===== config.mk =====
export PLATFORM = sky130hd
export DESIGN_NAME = uyvy_decimate_to_rgb565_core
export DESIGN_NICKNAME = d
export VERILOG_FILES = /design/src/rtl/core/udr_pkg.sv /design/src/rtl/core/udr_div.sv /design/src/rtl/core/udr_front.sv /design/src/rtl/core/udr_fifo.sv /design/src/rtl/core/udr_back.sv /design/src/rtl/core/uyvy_decimate_to_rgb565_core.sv
export SDC_FILE = /design/constraint.sdc
export NUM_CORES = 2
export LEC_CHECK = 0
export ABC_AREA = 0
export BUFFER_PORTS_ARGS = -buffer_cell sky130_fd_sc_hd__buf_4
export CORE_MARGIN = 4
export CORE_UTILIZATION = 27
export DETAILED_ROUTE_END_ITERATION = 7
export PLACE_DENSITY_LB_ADDON = 0.12
export SLEW_MARGIN = 20
export SYNTH_ARGS = -nofsm -noshare
export SYNTH_HDL_FRONTEND = slang
export SYNTH_HIERARCHICAL = 1
export SYNTH_SLANG_ARGS = --single-unit

===== constraint.sdc =====
create_clock -name clock -period 15.2 [get_ports clock]
set_clock_uncertainty 0.15 [all_clocks]
set_input_delay 0 -clock clock [delete_from_list [all_inputs] [get_ports clock]]
set_output_delay 0 -clock clock [all_outputs]
set_load 0.02 [all_outputs]

===== src/rtl/core/udr_pkg.sv =====
// -----------------------------------------------------------------------------
// UYVY decimator package
// Shared widths, reset values, register indexes and interface structs.
// -----------------------------------------------------------------------------
package udr_pkg;

   localparam int SIDE_W    = 13;
   localparam int DIV_CNT_W = $clog2(SIDE_W + 1);
   localparam int Q_DEPTH   = 4;
   localparam int Q_PTR_W   = $clog2(Q_DEPTH);
   localparam int PROD_W    = 20;
   localparam int ADDR_W    = 4;
   localparam int CSR_W     = 32;

   localparam logic [SIDE_W-1:0]    CNT_MAX   = {SIDE_W{1'b1}};
   localparam logic [SIDE_W-1:0]    ONE       = SIDE_W'(1);
   localparam logic [DIV_CNT_W-1:0] DIV_STEPS = DIV_CNT_W'(SIDE_W);

   localparam logic [SIDE_W-1:0] RST_SRC_W = SIDE_W'(640);
   localparam logic [SIDE_W-1:0] RST_SRC_H = SIDE_W'(480);
   localparam logic [SIDE_W-1:0] RST_DST_W = SIDE_W'(240);
   localparam logic [SIDE_W-1:0] RST_DST_H = SIDE_W'(180);

   typedef enum logic [1:0] {
      REG_SRC_W = 2'd0,
      REG_SRC_H = 2'd1,
      REG_DST_W = 2'd2,
      REG_DST_H = 2'd3
   } reg_idx_type;

   typedef struct packed {
      logic              busy;
      logic [SIDE_W-1:0] quot;
   } div_res_type;

   typedef struct packed {
      logic [7:0] cb;
      logic [7:0] cr;
      logic [7:0] y_even;
      logic [7:0] y_odd;
      logic       keep_even;
      logic       keep_odd;
      logic       row_end_even;
      logic       frame_end_even;
      logic       row_end_odd;
      logic       frame_end_odd;
   } blk_type;

   function automatic logic [SIDE_W-1:0] sat_add(input logic [SIDE_W-1:0] a,
                                                 input logic [SIDE_W-1:0] b);
      logic [SIDE_W:0] s;
      s = {1'b0, a} + {1'b0, b};
      return s[SIDE_W] ? CNT_MAX : s[SIDE_W-1:0];
   endfunction

endpackage


===== src/rtl/core/udr_div.sv =====
// -----------------------------------------------------------------------------
// UYVY decimator ratio divider
// Restoring divider, one quotient bit per cycle; a zero result reads as one.
// -----------------------------------------------------------------------------
module udr_div (
   input  logic                       clock,
   input  logic                       reset,
   input  logic                       start,
   input  logic [udr_pkg::SIDE_W-1:0] dividend,
   input  logic [udr_pkg::SIDE_W-1:0] divisor,
   output udr_pkg::div_res_type       res
);

   logic                          busy_ff, busy_in;
   logic [udr_pkg::DIV_CNT_W-1:0] cnt_ff, cnt_in;
   logic [udr_pkg::SIDE_W-1:0]    rem_ff, rem_in;
   logic [udr_pkg::SIDE_W-1:0]    quo_ff, quo_in;
   logic [udr_pkg::SIDE_W-1:0]    dvs_ff, dvs_in;
   logic [udr_pkg::SIDE_W:0]      shifted;
   logic [udr_pkg::SIDE_W+1:0]    diff;

   always_comb begin
      shifted = {rem_ff, quo_ff[udr_pkg::SIDE_W-1]};
      diff    = {1'b0, shifted} - {2'b00, dvs_ff};
      busy_in = busy_ff;
      cnt_in  = cnt_ff;
      rem_in  = rem_ff;
      quo_in  = quo_ff;
      dvs_in  = dvs_ff;
      if (start) begin
         busy_in = 1'b1;
         cnt_in  = udr_pkg::DIV_STEPS;
         rem_in  = '0;
         quo_in  = dividend;
         dvs_in  = divisor;
      end else if (busy_ff) begin
         cnt_in = cnt_ff - 1'b1;
         if (cnt_ff == udr_pkg::DIV_CNT_W'(1)) begin
            busy_in = 1'b0;
         end
         if (!diff[udr_pkg::SIDE_W+1]) begin
            rem_in = diff[udr_pkg::SIDE_W-1:0];
            quo_in = {quo_ff[udr_pkg::SIDE_W-2:0], 1'b1};
         end else begin
            rem_in = shifted[udr_pkg::SIDE_W-1:0];
            quo_in = {quo_ff[udr_pkg::SIDE_W-2:0], 1'b0};
         end
      end
   end

   always_ff @(posedge clock) begin
      if (reset) begin
         busy_ff <= 1'b0;
         cnt_ff  <= '0;
      end else begin
         busy_ff <= busy_in;
         cnt_ff  <= cnt_in;
      end
      rem_ff <= rem_in;
      quo_ff <= quo_in;
      dvs_ff <= dvs_in;
   end

   assign res.busy = busy_ff;
   assign res.quot = ((dvs_ff == '0) || (quo_ff == '0)) ? udr_pkg::ONE : quo_ff;

endmodule


===== src/rtl/core/udr_front.sv =====
// -----------------------------------------------------------------------------
// UYVY decimator front end
// Tracks source and destination positions and marks the kept pixels of a block.
// -----------------------------------------------------------------------------
module udr_front (
   input  logic                       clock,
   input  logic                       reset,
   input  logic                       req_tvalid,
   output logic                       req_tready,
   input  logic [31:0]                req_tdata,
   input  logic                       req_tuser,
   input  logic [udr_pkg::SIDE_W-1:0] src_width,
   input  logic [udr_pkg::SIDE_W-1:0] src_height,
   input  logic [udr_pkg::SIDE_W-1:0] dst_width,
   input  logic [udr_pkg::SIDE_W-1:0] dst_height,
   input  logic [udr_pkg::SIDE_W-1:0] col_quot,
   input  logic [udr_pkg::SIDE_W-1:0] row_quot,
   input  logic                       div_busy,
   input  logic                       q_full,
   output logic                       q_push,
   output udr_pkg::blk_type           q_data
);

   localparam int W = udr_pkg::SIDE_W;

   logic [W-1:0] src_col_ff, src_col_in, src_row_ff, src_row_in;
   logic [W-1:0] dst_col_ff, dst_col_in, dst_row_ff, dst_row_in;
   logic [W-1:0] col_step_ff, col_step_in, row_step_ff, row_step_in;
   logic [W-1:0] kept_col_ff, kept_col_in, kept_row_ff, kept_row_in;

   logic         accept, sof, row_kept, keep0, keep1, row_done;
   logic [W-1:0] sc, sr, dc, dr, cstep, rstep, nkc, nkr, dc1, nkc1;
   logic [W:0]   col1, sc_next, sr_next, dc_next0, dc_next1, dr_next;

   assign req_tready = !div_busy && !q_full;
   assign accept     = req_tvalid && req_tready;
   assign sof        = req_tuser;

   always_comb begin
      sc    = sof ? '0 : src_col_ff;
      sr    = sof ? '0 : src_row_ff;
      dc    = sof ? '0 : dst_col_ff;
      dr    = sof ? '0 : dst_row_ff;
      nkc   = sof ? '0 : kept_col_ff;
      nkr   = sof ? '0 : kept_row_ff;
      cstep = sof ? col_quot : col_step_ff;
      rstep = sof ? row_quot : row_step_ff;

      row_kept = (sr == nkr) && (dr < dst_height);
      keep0    = row_kept && (sc < src_width) && (sc == nkc) && (dc < dst_width);
      dc_next0 = {1'b0, dc} + 1'b1;
      dc1      = keep0 ? dc_next0[W-1:0] : dc;
      nkc1     = keep0 ? udr_pkg::sat_add(nkc, cstep) : nkc;

      col1     = {1'b0, sc} + 1'b1;
      keep1    = row_kept && (col1 < {1'b0, src_width}) && (col1 == {1'b0, nkc1}) &&
                 (dc1 < dst_width);
      dc_next1 = {1'b0, dc1} + 1'b1;
      dr_next  = {1'b0, dr} + 1'b1;

      sc_next  = {1'b0, sc} + (W+1)'(2);
      sr_next  = {1'b0, sr} + 1'b1;
      row_done = sc_next >= {1'b0, src_width};

      q_data.cb             = req_tdata[7:0];
      q_data.y_even         = req_tdata[15:8];
      q_data.cr             = req_tdata[23:16];
      q_data.y_odd          = req_tdata[31:24];
      q_data.keep_even      = keep0;
      q_data.keep_odd       = keep1;
      q_data.row_end_even   = dc_next0 == {1'b0, dst_width};
      q_data.frame_end_even = (dc_next0 == {1'b0, dst_width}) &&
                              (dr_next == {1'b0, dst_height});
      q_data.row_end_odd    = dc_next1 == {1'b0, dst_width};
      q_data.frame_end_odd  = (dc_next1 == {1'b0, dst_width}) &&
                              (dr_next == {1'b0, dst_height});
      q_push                = accept && (keep0 || keep1);

      src_col_in  = src_col_ff;
      src_row_in  = src_row_ff;
      dst_col_in  = dst_col_ff;
      dst_row_in  = dst_row_ff;
      kept_col_in = kept_col_ff;
      kept_row_in = kept_row_ff;
      col_step_in = col_step_ff;
      row_step_in = row_step_ff;
      if (accept) begin
         col_step_in = cstep;
         row_step_in = rstep;
         if (row_done) begin
            src_col_in  = '0;
            dst_col_in  = '0;
            kept_col_in = '0;
            dst_row_in  = row_kept ? dr_next[W-1:0] : dr;
            kept_row_in = row_kept ? udr_pkg::sat_add(nkr, rstep) : nkr;
            if (sr_next >= {1'b0, src_height}) begin
               src_row_in  = '0;
               dst_row_in  = '0;
               kept_row_in = '0;
            end else begin
               src_row_in = sr_next[W-1:0];
            end
         end else begin
            src_col_in  = sc_next[W-1:0];
            src_row_in  = sr;
            dst_col_in  = keep1 ? dc_next1[W-1:0] : dc1;
            dst_row_in  = dr;
            kept_col_in = keep1 ? udr_pkg::sat_add(nkc1, cstep) : nkc1;
            kept_row_in = nkr;
         end
      end
   end

   always_ff @(posedge clock) begin
      if (reset) begin
         src_col_ff  <= '0;
         src_row_ff  <= '0;
         dst_col_ff  <= '0;
         dst_row_ff  <= '0;
         kept_col_ff <= '0;
         kept_row_ff <= '0;
         col_step_ff <= udr_pkg::ONE;
         row_step_ff <= udr_pkg::ONE;
      end else begin
         src_col_ff  <= src_col_in;
         src_row_ff  <= src_row_in;
         dst_col_ff  <= dst_col_in;
         dst_row_ff  <= dst_row_in;
         kept_col_ff <= kept_col_in;
         kept_row_ff <= kept_row_in;
         col_step_ff <= col_step_in;
         row_step_ff <= row_step_in;
      end
   end

endmodule


===== src/rtl/core/udr_fifo.sv =====
// -----------------------------------------------------------------------------
// UYVY decimator block queue
// Small register queue of classified blocks between front and back end.
// -----------------------------------------------------------------------------
module udr_fifo (
   input  logic             clock,
   input  logic             reset,
   input  logic             push,
   input  udr_pkg::blk_type push_data,
   input  logic             pop,
   output logic             full,
   output logic             not_empty,
   output udr_pkg::blk_type head
);

   udr_pkg::blk_type              mem_ff [udr_pkg::Q_DEPTH];
   logic [udr_pkg::Q_PTR_W-1:0]   wr_ptr_ff, wr_ptr_in, rd_ptr_ff, rd_ptr_in;
   logic [udr_pkg::Q_PTR_W:0]     count_ff, count_in;

   always_comb begin
      wr_ptr_in = push ? wr_ptr_ff + 1'b1 : wr_ptr_ff;
      rd_ptr_in = pop ? rd_ptr_ff + 1'b1 : rd_ptr_ff;
      count_in  = count_ff + {{udr_pkg::Q_PTR_W{1'b0}}, push} -
                  {{udr_pkg::Q_PTR_W{1'b0}}, pop};
   end

   always_ff @(posedge clock) begin
      if (reset) begin
         wr_ptr_ff <= '0;
         rd_ptr_ff <= '0;
         count_ff  <= '0;
      end else begin
         wr_ptr_ff <= wr_ptr_in;
         rd_ptr_ff <= rd_ptr_in;
         count_ff  <= count_in;
      end
      if (push) begin
         mem_ff[wr_ptr_ff] <= push_data;
      end
   end

   assign full      = count_ff == (udr_pkg::Q_PTR_W+1)'(udr_pkg::Q_DEPTH);
   assign not_empty = count_ff != '0;
   assign head      = mem_ff[rd_ptr_ff];

endmodule


===== src/rtl/core/udr_back.sv =====
// -----------------------------------------------------------------------------
// UYVY decimator back end
// Emits the kept pixels of each block and converts them to RGB565 in two stages.
// -----------------------------------------------------------------------------
module udr_back (
   input  logic             clock,
   input  logic             reset,
   input  logic             q_valid,
   input  udr_pkg::blk_type q_head,
   output logic             q_pop,
   output logic             rsp_tvalid,
   input  logic             rsp_tready,
   output logic [15:0]      rsp_tdata,
   output logic [1:0]       rsp_tuser,
   output logic             rsp_tlast
);

   localparam int P = udr_pkg::PROD_W;

   typedef struct packed {
      logic signed [P-1:0] yc;
      logic signed [P-1:0] rv;
      logic signed [P-1:0] gu;
      logic signed [P-1:0] gv;
      logic signed [P-1:0] bu;
      logic                row_end;
      logic                frame_end;
      logic                run_last;
   } prod_type;

   function automatic logic [7:0] clamp8(input logic signed [P-1:0] v);
      logic signed [P-1:0] sh;
      sh = v >>> 8;
      if (v < 0) begin
         return 8'd0;
      end else if (sh > P'(255)) begin
         return 8'hFF;
      end else begin
         return sh[7:0];
      end
   endfunction

   logic                phase_ff, phase_in, s1_valid_ff, s1_valid_in, out_valid_ff, out_valid_in;
   prod_type            s1_ff, s1_in;
   logic [15:0]         pix_ff, pix_in;
   logic [1:0]          user_ff, user_in;
   logic                last_ff, last_in;
   logic                en, take, odd_sel, last_pix;
   logic [7:0]          y;
   logic signed [9:0]   c, d, e;
   logic signed [P-1:0] r_sum, g_sum, b_sum;
   logic [7:0]          r, g, b;

   assign en       = !out_valid_ff || rsp_tready;
   assign take     = en && q_valid;
   assign odd_sel  = phase_ff || !q_head.keep_even;
   assign last_pix = !(q_head.keep_even && q_head.keep_odd && !phase_ff);
   assign q_pop    = take && last_pix;

   always_comb begin
      y = odd_sel ? q_head.y_odd : q_head.y_even;
      c = $signed({2'b00, y}) - 10'sd16;
      d = $signed({2'b00, q_head.cb}) - 10'sd128;
      e = $signed({2'b00, q_head.cr}) - 10'sd128;
      s1_in.yc        = P'(c) * P'(298);
      s1_in.rv        = P'(e) * P'(409);
      s1_in.gu        = P'(d) * P'(100);
      s1_in.gv        = P'(e) * P'(208);
      s1_in.bu        = P'(d) * P'(516);
      s1_in.row_end   = odd_sel ? q_head.row_end_odd : q_head.row_end_even;
      s1_in.frame_end = odd_sel ? q_head.frame_end_odd : q_head.frame_end_even;
      s1_in.run_last  = last_pix;
      phase_in        = take ? !last_pix : phase_ff;
      s1_valid_in     = en ? take : s1_valid_ff;

      r_sum = s1_ff.yc + s1_ff.rv + P'(128);
      g_sum = s1_ff.yc - s1_ff.gu - s1_ff.gv + P'(128);
      b_sum = s1_ff.yc + s1_ff.bu + P'(128);
      r     = clamp8(r_sum);
      g     = clamp8(g_sum);
      b     = clamp8(b_sum);
      pix_in       = {r[7:3], g[7:2], b[7:3]};
      user_in      = {s1_ff.frame_end, s1_ff.row_end};
      last_in      = s1_ff.run_last;
      out_valid_in = en ? s1_valid_ff : out_valid_ff;
   end

   always_ff @(posedge clock) begin
      if (reset) begin
         phase_ff     <= 1'b0;
         s1_valid_ff  <= 1'b0;
         out_valid_ff <= 1'b0;
      end else begin
         phase_ff     <= phase_in;
         s1_valid_ff  <= s1_valid_in;
         out_valid_ff <= out_valid_in;
      end
      if (en) begin
         s1_ff   <= s1_in;
         pix_ff  <= pix_in;
         user_ff <= user_in;
         last_ff <= last_in;
      end
   end

   assign rsp_tvalid = out_valid_ff;
   assign rsp_tdata  = pix_ff;
   assign rsp_tuser  = user_ff;
   assign rsp_tlast  = last_ff;

endmodule


===== src/rtl/core/uyvy_decimate_to_rgb565_core.sv =====
// -----------------------------------------------------------------------------
// UYVY decimator to RGB565
// Keeps every column_step-th pixel of every row_step-th line of a UYVY stream
// and converts each kept pixel to RGB565 with BT.601 integer coefficients.
// -----------------------------------------------------------------------------
// The req channel takes one UYVY block per word in raster order; tuser marks
// the first block of a frame, which clears the position counters and loads
// the column and row steps. The rsp channel gives zero, one or two RGB565
// pixels per block, even pixel first; tlast marks the last pixel of a block.
// A block with two kept pixels holds the conversion stage while its pixels are
// converted one after the other, so the sustained rate is one block per cycle
// when at most one pixel of each is kept and rsp is not stalled.
// The first pixel of a block reaches rsp through the queue, the product
// register and the output register. A four-block queue sits between the
// position tracker and the converter, so the input keeps flowing while the
// output is stalled until the queue fills.
// After reset and after every register write, the size ratios are computed by
// two bit-serial dividers; req_tready stays low meanwhile.
// Reset restores the default frame sizes and sets both steps to one.
// -----------------------------------------------------------------------------
module uyvy_decimate_to_rgb565_core (
   input  logic                       clock,
   input  logic                       reset,
   input  logic                       req_tvalid,
   output logic                       req_tready,
   input  logic [31:0]                req_tdata,   // cb, luma_even, cr, luma_odd
   input  logic                       req_tuser,   // start_of_frame
   output logic                       rsp_tvalid,
   input  logic                       rsp_tready,
   output logic [15:0]                rsp_tdata,   // rgb_pixel
   output logic [1:0]                 rsp_tuser,   // row_end, frame_end
   output logic                       rsp_tlast,
   input  logic                       csr_psel,
   input  logic                       csr_penable,
   input  logic                       csr_pwrite,
   input  logic [udr_pkg::ADDR_W-1:0] csr_paddr,
   input  logic [udr_pkg::CSR_W-1:0]  csr_pwdata,
   output logic [udr_pkg::CSR_W-1:0]  csr_prdata,
   output logic                       csr_pready
);

   localparam int W = udr_pkg::SIDE_W;

   logic [W-1:0]         src_w_ff, src_w_in, src_h_ff, src_h_in;
   logic [W-1:0]         dst_w_ff, dst_w_in, dst_h_ff, dst_h_in;
   logic                 kick_ff, kick_in, wr_en, div_busy;
   logic [W-1:0]         rd_val;
   udr_pkg::reg_idx_type reg_idx;
   udr_pkg::div_res_type col_res, row_res;
   udr_pkg::blk_type     push_data, head;
   logic                 push, pop, q_full, q_valid;

   assign csr_pready = 1'b1;
   assign wr_en      = csr_psel && csr_penable && csr_pwrite && csr_pready;
   assign reg_idx    = udr_pkg::reg_idx_type'(csr_paddr[3:2]);
   assign kick_in    = wr_en;

   always_comb begin
      src_w_in = src_w_ff;
      src_h_in = src_h_ff;
      dst_w_in = dst_w_ff;
      dst_h_in = dst_h_ff;
      rd_val   = src_w_ff;
      unique case (reg_idx)
         udr_pkg::REG_SRC_W: begin
            rd_val = src_w_ff;
            if (wr_en) src_w_in = csr_pwdata[W-1:0];
         end
         udr_pkg::REG_SRC_H: begin
            rd_val = src_h_ff;
            if (wr_en) src_h_in = csr_pwdata[W-1:0];
         end
         udr_pkg::REG_DST_W: begin
            rd_val = dst_w_ff;
            if (wr_en) dst_w_in = csr_pwdata[W-1:0];
         end
         udr_pkg::REG_DST_H: begin
            rd_val = dst_h_ff;
            if (wr_en) dst_h_in = csr_pwdata[W-1:0];
         end
         default: rd_val = '0;
      endcase
   end

   assign csr_prdata = {{(udr_pkg::CSR_W-W){1'b0}}, rd_val};

   always_ff @(posedge clock) begin
      if (reset) begin
         src_w_ff <= udr_pkg::RST_SRC_W;
         src_h_ff <= udr_pkg::RST_SRC_H;
         dst_w_ff <= udr_pkg::RST_DST_W;
         dst_h_ff <= udr_pkg::RST_DST_H;
         kick_ff  <= 1'b1;
      end else begin
         src_w_ff <= src_w_in;
         src_h_ff <= src_h_in;
         dst_w_ff <= dst_w_in;
         dst_h_ff <= dst_h_in;
         kick_ff  <= kick_in;
      end
   end

   udr_div u_col_div (
      .clock    (clock),
      .reset    (reset),
      .start    (kick_ff),
      .dividend (src_w_ff),
      .divisor  (dst_w_ff),
      .res      (col_res)
   );

   udr_div u_row_div (
      .clock    (clock),
      .reset    (reset),
      .start    (kick_ff),
      .dividend (src_h_ff),
      .divisor  (dst_h_ff),
      .res      (row_res)
   );

   assign div_busy = kick_ff || col_res.busy || row_res.busy;

   udr_front u_front (
      .clock      (clock),
      .reset      (reset),
      .req_tvalid (req_tvalid),
      .req_tready (req_tready),
      .req_tdata  (req_tdata),
      .req_tuser  (req_tuser),
      .src_width  (src_w_ff),
      .src_height (src_h_ff),
      .dst_width  (dst_w_ff),
      .dst_height (dst_h_ff),
      .col_quot   (col_res.quot),
      .row_quot   (row_res.quot),
      .div_busy   (div_busy),
      .q_full     (q_full),
      .q_push     (push),
      .q_data     (push_data)
   );

   udr_fifo u_fifo (
      .clock     (clock),
      .reset     (reset),
      .push      (push),
      .push_data (push_data),
      .pop       (pop),
      .full      (q_full),
      .not_empty (q_valid),
      .head      (head)
   );

   udr_back u_back (
      .clock      (clock),
      .reset      (reset),
      .q_valid    (q_valid),
      .q_head     (head),
      .q_pop      (pop),
      .rsp_tvalid (rsp_tvalid),
      .rsp_tready (rsp_tready),
      .rsp_tdata  (rsp_tdata),
      .rsp_tuser  (rsp_tuser),
      .rsp_tlast  (rsp_tlast)
   );

endmodule


# Word-level counts from Yosys, hierarchy flattened
# Memory sizes are Yosys's and may differ from the RTL's. A register that Yosys moved wholly into a read port is not among the register bits.
# Index checks and enable logic that the tools add are counted.
word_totals:
  input_bits: 76
  ram_bits: 152
  ff_bits: 368
  output_inout_bits: 54
  elab_cells: 203
  mem_count: 1
mem_list:
  columns: ["memory", "words", "width", "rd", "rd_clocked_by_memory_dff", "write_ports", "line", "source"]
  rows:
  - ["u_fifo.mem_ff", 4, 38, 1, 1, 1, "udr_fifo.sv:16", "udr_pkg::blk_type mem_ff [udr_pkg::Q_DEPTH];"]
op_classes:
  n_addsub: 27
  eq_ne: 12
  mux: 57
  n_reduce_logical: 44
  magnitude_cmp: 13
  mul: 5
ops:
  columns: ["op", "n"]
  rows:
  - ["13-bit 2-to-1 mux", 34]
  - ["13-bit by 1-bit adder with 14-bit output, second input constant", 5]
  - ["20-bit by 9-bit adder with 20-bit output, second input constant", 3]
  - ["20-bit by 1-bit < comparator with 1-bit output, second input constant", 3]
  - ["14-bit by 13-bit == test with 1-bit output", 4]
  - ["13-bit logical NOT", 4]
  - ["13-bit < comparator", 4]
  - ["13-bit one-hot mux with 4 select lines", 1]
  - ["13-bit by 13-bit adder with 14-bit output", 3]
  - ["20-bit adder", 2]
  - ["20-bit subtractor", 2]
  - ["12-bit by 9-bit greater-than comparator with 1-bit output, second input constant", 3]
  - ["9-bit by 9-bit multiplier with 18-bit output, second input constant", 2]
  - ["8-bit 2-to-1 mux", 4]
  - ["14-bit by 13-bit subtractor with 15-bit output", 2]
  - ["14-bit by 13-bit >= comparator with 1-bit output", 2]
  - ["13-bit == test", 2]
  - ["9-bit by 10-bit multiplier with 19-bit output, second input constant", 1]
  - ["1-bit logical AND", 18]
  - ["8-bit by 8-bit subtractor with 9-bit output, second input constant", 2]
  - ["4-bit 2-to-1 mux", 4]
  - ["9-bit by 6-bit multiplier with 15-bit output, second input constant", 1]
  - ["13-bit by 2-bit adder with 14-bit output, second input constant", 1]
  - ["14-bit by 13-bit < comparator with 1-bit output", 1]
  - ["19 further kinds", 50]

# Longest topological paths before layout
depth:
  depth_word: 14
  depth_mapped: 37
  mapped_depth_nobuf: 28

# By module
# Netlist, hierarchy kept.
modules_own_cells:
  columns: ["module", "area_per_inst_um2", "seq_area_each_um2", "n_inst", "cells_per_inst"]
  rows:
  - ["udr_front", 12585.8, 2082.0, 1, 1714]
  - ["udr_back", 10602.7, 3093.0, 1, 987]
  - ["udr_fifo", 5938.2, 4744.6, 1, 240]
  - ["udr_div", 2617.5, 1141.1, 2, 259]
  - ["uyvy_decimate_to_rgb565_core", 2615.0, 1061.0, 1, 240]

# Worst setup path before layout
# No wires, ideal clock.
synth_path:
  kind: "input port to flip-flop"
  start: "in req_tuser"
  end: "mem u_fifo/mem_ff[0][0] (netlist bit), enable pin"
  stages: 33
  n_path_buf: 12
  setup_time_ps: 399
  required_time_ps: 14651
  t_arrival_ps: 8365
  slack_ps: 6286
  path_cell_list: "clkbuf_1 > clkbuf_1 > clkbuf_1 > buf_1 > clkbuf_1 > clkbuf_1 > clkbuf_1 > buf_1 > nor2b_1 > ha_1 > and4_1 > o2111ai_2 > a211oi_1 > nor4_2 > nand2_1 > inv_2 > buf_2 > buf_1 > o21ai_0 > ha_1 > nor2b_1 > o21a_1 > o21ai_0 > a21oi_1 > o41ai_1 > nand4_1 > and4b_1 > o211ai_1 > or4_1 > clkbuf_1 > buf_1 > a21oi_1 > and2_1"
synth_between:
  elab_chain_len: 14
  word_cells_on_any_way: 32
  cone_classes: "add/sub (3); order compare (5); eq/ne (3); mux (12); reduce/logical (9)"
synth_lines:
  columns: ["item", "line", "source"]
  rows:
  - ["from (decl)", "uyvy_decimate_to_rgb565_core.sv:27", "input logic req_tuser,"]
  - ["13-bit 2-to-1 mux, on equally long branches", "udr_front.sv:43, udr_front.sv:41, udr_front.sv:45", null]
  - ["13-bit < comparator or 13-bit == test (tied branches)", "udr_front.sv:49", "row_kept = (sr == nkr) && (dr < dst_height);"]
  - ["1-bit logical AND", "udr_front.sv:49", null]
  - ["1-bit logical AND (2 in series)", "udr_front.sv:50", "keep0 = row_kept && (sc < src_width) && (sc == nkc) && (dc < dst_width);"]
  - ["1-bit logical AND (*)", "udr_front.sv:50", null]
  - ["via u_front.keep0", "udr_front.sv:31", "logic accept, sof, row_kept, keep0, keep1, row_done;"]
  - ["parallel branches: the longest is 4 deep, another holds 13-bit < comparator", null, null]
  - ["1-bit logical OR (*)", "udr_front.sv:77", "q_push = accept && (keep0 || keep1);"]
  - ["1-bit logical AND (*)", "udr_front.sv:77", null]
  - ["via push", "uyvy_decimate_to_rgb565_core.sv:51", "logic push, pop, q_full, q_valid;"]
  - ["1-bit 2-to-1 mux (*)", "udr_fifo.sv:37", "if (push) begin"]
  - ["1-bit 2-to-1 mux (implied by the code) (*)", "udr_fifo.sv:38", "mem_ff[wr_ptr_ff] <= push_data;"]
  - ["to (decl)", "udr_fifo.sv:16", null]
# Mark *: on every way through the listed nets, which the timed path passes.

==> flow_metrics.tcl <==
set metrics [dict create \
    max_freq_mhz 103.3 \
    cp_common_cell "buf_4" \
    antenna_found_initial 8 \
    ir_drop_v 0.0001845 \
    die_area_mm2 0.1429 \
    status "complete, no violations" \
    layout_setup_ws_ps 5519 \
    synth_cells 3699 \
    synth_enable_flop_cells 305 \
    top_register "u_fifo/mem_ff" \
    cts_max_path_buffers 3 \
    synth_area_per_cell_um2 9.996 \
    wl_per_cell_um 19.12 \
    overflow 0 \
    switchingPower_uw 3673 \
    cts_setup_buffers 0 \
    die_x_um 378.1 \
    drtPass1Iterations 5 \
    via_per_inst 4.772 \
    largest_register_ff_count 152 \
    gp_congestion 0.8166 \
    grt_first_pass_wirelength_um 166300 \
    drtIter0Drc 1493 \
    numCtsBuffers 69 \
    power_uw 8937 \
    synth-async-reset-ratio_pct 0 \
    clk_latency_ps 670 \
    fin_nets 4383 \
    final-setup-viol-count 0 \
    synthFlopType "edfxtp_1" \
    ys_ff_latch 510 \
    syn_area_mm2 0.03698 \
    hold_viol 0 \
    hpwl_um 79630 \
    place_ws_ps 5337 \
    ys_types 103 \
    maxSlewViolCount 0 \
    critPathMaxStageDelay_ps 830 \
    crit_path_end_kind "flop" \
    slowest_stage "o41ai_1" \
    worstSetupPathType "primary input to flop" \
    rsz0062_at_grt "no" \
    seqPwrFrac_pct 23.2 \
    hold_class "primary input to flop" \
    yosysSeqAreaShare_pct 35.87 \
    power_density_mw_per_mm2 210.0 \
    combPwrFrac_pct 57.8 \
    yosys_warnings 6 \
    worstMarginPinSlew_ps 935.8 \
    num_rows 135 \
    clockPowerShare_pct 19.0 \
    root_buffer "clkbuf_16" \
    switching_share_pct 41.10 \
    drive_above_1_share_pct 10.86 \
    clk_pin_slew_ps 60 \
    ios 130 \
    htree_levels 3 \
    power_leakage_uw 0.01773 \
    grt_pass1_vias 27150 \
    numPortBuffers 88 \
    clkSinkCount 510 \
    arrival_ps 9800 \
    whs_path_depth 2 \
    reg2reg_depth 25 \
    whs_ps 67.34 \
    post-route-drc-count 0 \
    period_minus_slack_ps 9681 \
    crit_family "compound AO/OA/AOI/OAI gates" \
    ant_nets 0 \
    vias 27010 \
    drv_cap 0 \
    path_depth 28 \
    critPathMaxFanout 43 \
    tritoncts "done" \
    tns_ps 0 \
    die_h_um 378.1 \
    grt_max_degree 85 \
    slew_headroom_pct 36.80 \
    area_delta_synth_final_pct 15.12 \
    core-area_mm2 0.1358 \
    initial_core_util_pct 27.23 \
    fin_crit_sh_pct 63.69 \
    p_int_uw 5264 \
    utilization_pct 31.34 \
    critPathLaunchType "primary input" \
    cp.buffers_inverters 7 \
    wirelength_um 108200 \
    worstPathRequired_ps 15320 \
    rrSetupSlack_ps 5930 \
    grtUsageTotal_pct 15.10 \
]
-- power groups by stage --
stage / clock, uW / sequential [uW] / combinational (uW)
after floorplan: 0 / 2070 / 4080
after global placement: 0 / 2110 / 5250
after detailed placement: 0 / 2110 / 5220
after CTS: 1770 / 2090 / 5290
after global routing: 1820 / 2100 / 5990
final: 1700 / 2070 / 5170
-- routing by layer --
metal  track usage (%)  share of wire (%)  vias to the layer above
met1             20.20                 47                    12990
met5                 0              0.019                        -
met3             2.329                3.7                      111
li1                  -                  -                    13490
met2             25.63                 48                      411
met4             3.441                1.8                        4
-- cell families (layout without fill, tap and decap cells) --
kind of cell    Yosys count  after routing  share of synthesized area [%]
fa+ha+maj               486            486                          17.66
other cells               2             23                        0.02031
buf+inv                 509            667                          6.081
mux                     202            202                          7.400
simple gates           1094           1094                          15.04
compound gates          659            659                          12.09
xor+xnor                237            237                          5.840
flops                   510            510                          35.87
-- stage by stage --
stage / cells / instance area [um^2]
final: 5659 / 42570
after global routing: 5656 / 42560
after CTS: 5656 / 42560
after detailed placement: 5438 / 39240
after global placement: 5438 / 39240
after floorplan: 3717 / 37040
-- cell usage in the layout, fill, tap and decap left out, types with 22 or more instances in the layout --
cell type,instances
o21a_1,30
inv_1,313
ha_1,425
nand2b_1,113
and3_1,26
mux2i_1,90
mux2_2,61
xor2_1,78
o211ai_1,23
fa_1,60
a21oi_1,188
clkbuf_16,69
dlygate4sd3_1,94
nor2_1,224
nand3_1,107
buf_4,129
nor2b_1,83
edfxtp_1,305
dfxtp_1,202
nor4_1,22
nand2_1,265
xnor2_1,153
nand4_1,31
nor3_1,63
o21ai_0,95
a31oi_1,36
a21o_1,46
a211oi_1,23
mux4_2,51
or3_1,23
and2_1,41
-- final cells by class --
| cell class | count | area [um^2] |
|---|---|---|
| Sequential cell | 510 | 13270 |
| Tap cell | 1781 | 2228 |
| Fill cell | 14040 | 93240 |
| Antenna cell | 3 | 7.507 |
| Timing Repair Buffer | 224 | 1921 |
| Inverter | 319 | 1200 |
| Clock inverter | 49 | 605.6 |
| Multi-Input combinational cell | 2698 | 21570 |
| Clock buffer | 75 | 1769 |
-- synth_stat cells, types with 10 or more instances --
library cell	n	area share, %
ha_1	425	14
inv_1	314	3.2
edfxtp_1	305	25
nand2_1	266	2.7
nor2_1	226	2.3
dfxtp_1	205	11
a21oi_1	189	2.6
xnor2_1	153	3.6
nand2b_1	113	1.9
nand3_1	107	1.4
o21ai_0	95	1.3
mux2i_1	90	2.4
nor2b_1	83	1.4
clkbuf_1	82	0.83
xor2_1	78	1.8
nor3_1	63	0.85
buf_4	62	1.3
mux2_2	61	1.9
fa_1	60	3.2
mux4_2	51	3.1
a21o_1	46	0.93
and2_1	46	0.78
a31oi_1	36	0.61
nand4_1	31	0.52
o21a_1	30	0.61
and3_1	26	0.44
a211oi_1	23	0.47
o211ai_1	23	0.47
or3_1	23	0.39
nor4_1	22	0.37
buf_2	21	0.28
a22oi_1	17	0.35
o21ai_1	17	0.23
or4_1	17	0.35
buf_1	16	0.16
nand3b_1	16	0.32
o2111ai_1	16	0.38
o21bai_1	13	0.26
a32oi_1	11	0.26
o31ai_1	11	0.22
o221ai_1	10	0.24
-- worst paths after layout --
path | start | endpoint
worst max-delay path | req_tuser | u_fifo/mem_ff[0][27]
worst min-delay path | req_tdata[17] | u_fifo/mem_ff[1][23]
worst min register to register | u_back/s1_ff[2] | u_back/rsp_tuser[0]
worst max register to register | u_front/dst_col_ff[10] | u_fifo/mem_ff[0][27]
-- repair_timing --
action | in CTS | in global routing
hold buffers | 94 | 0
endpoints found under the hold margin | 268 | 0
resized for setup | 0 | 0
(Power assumes the default switching activity.)
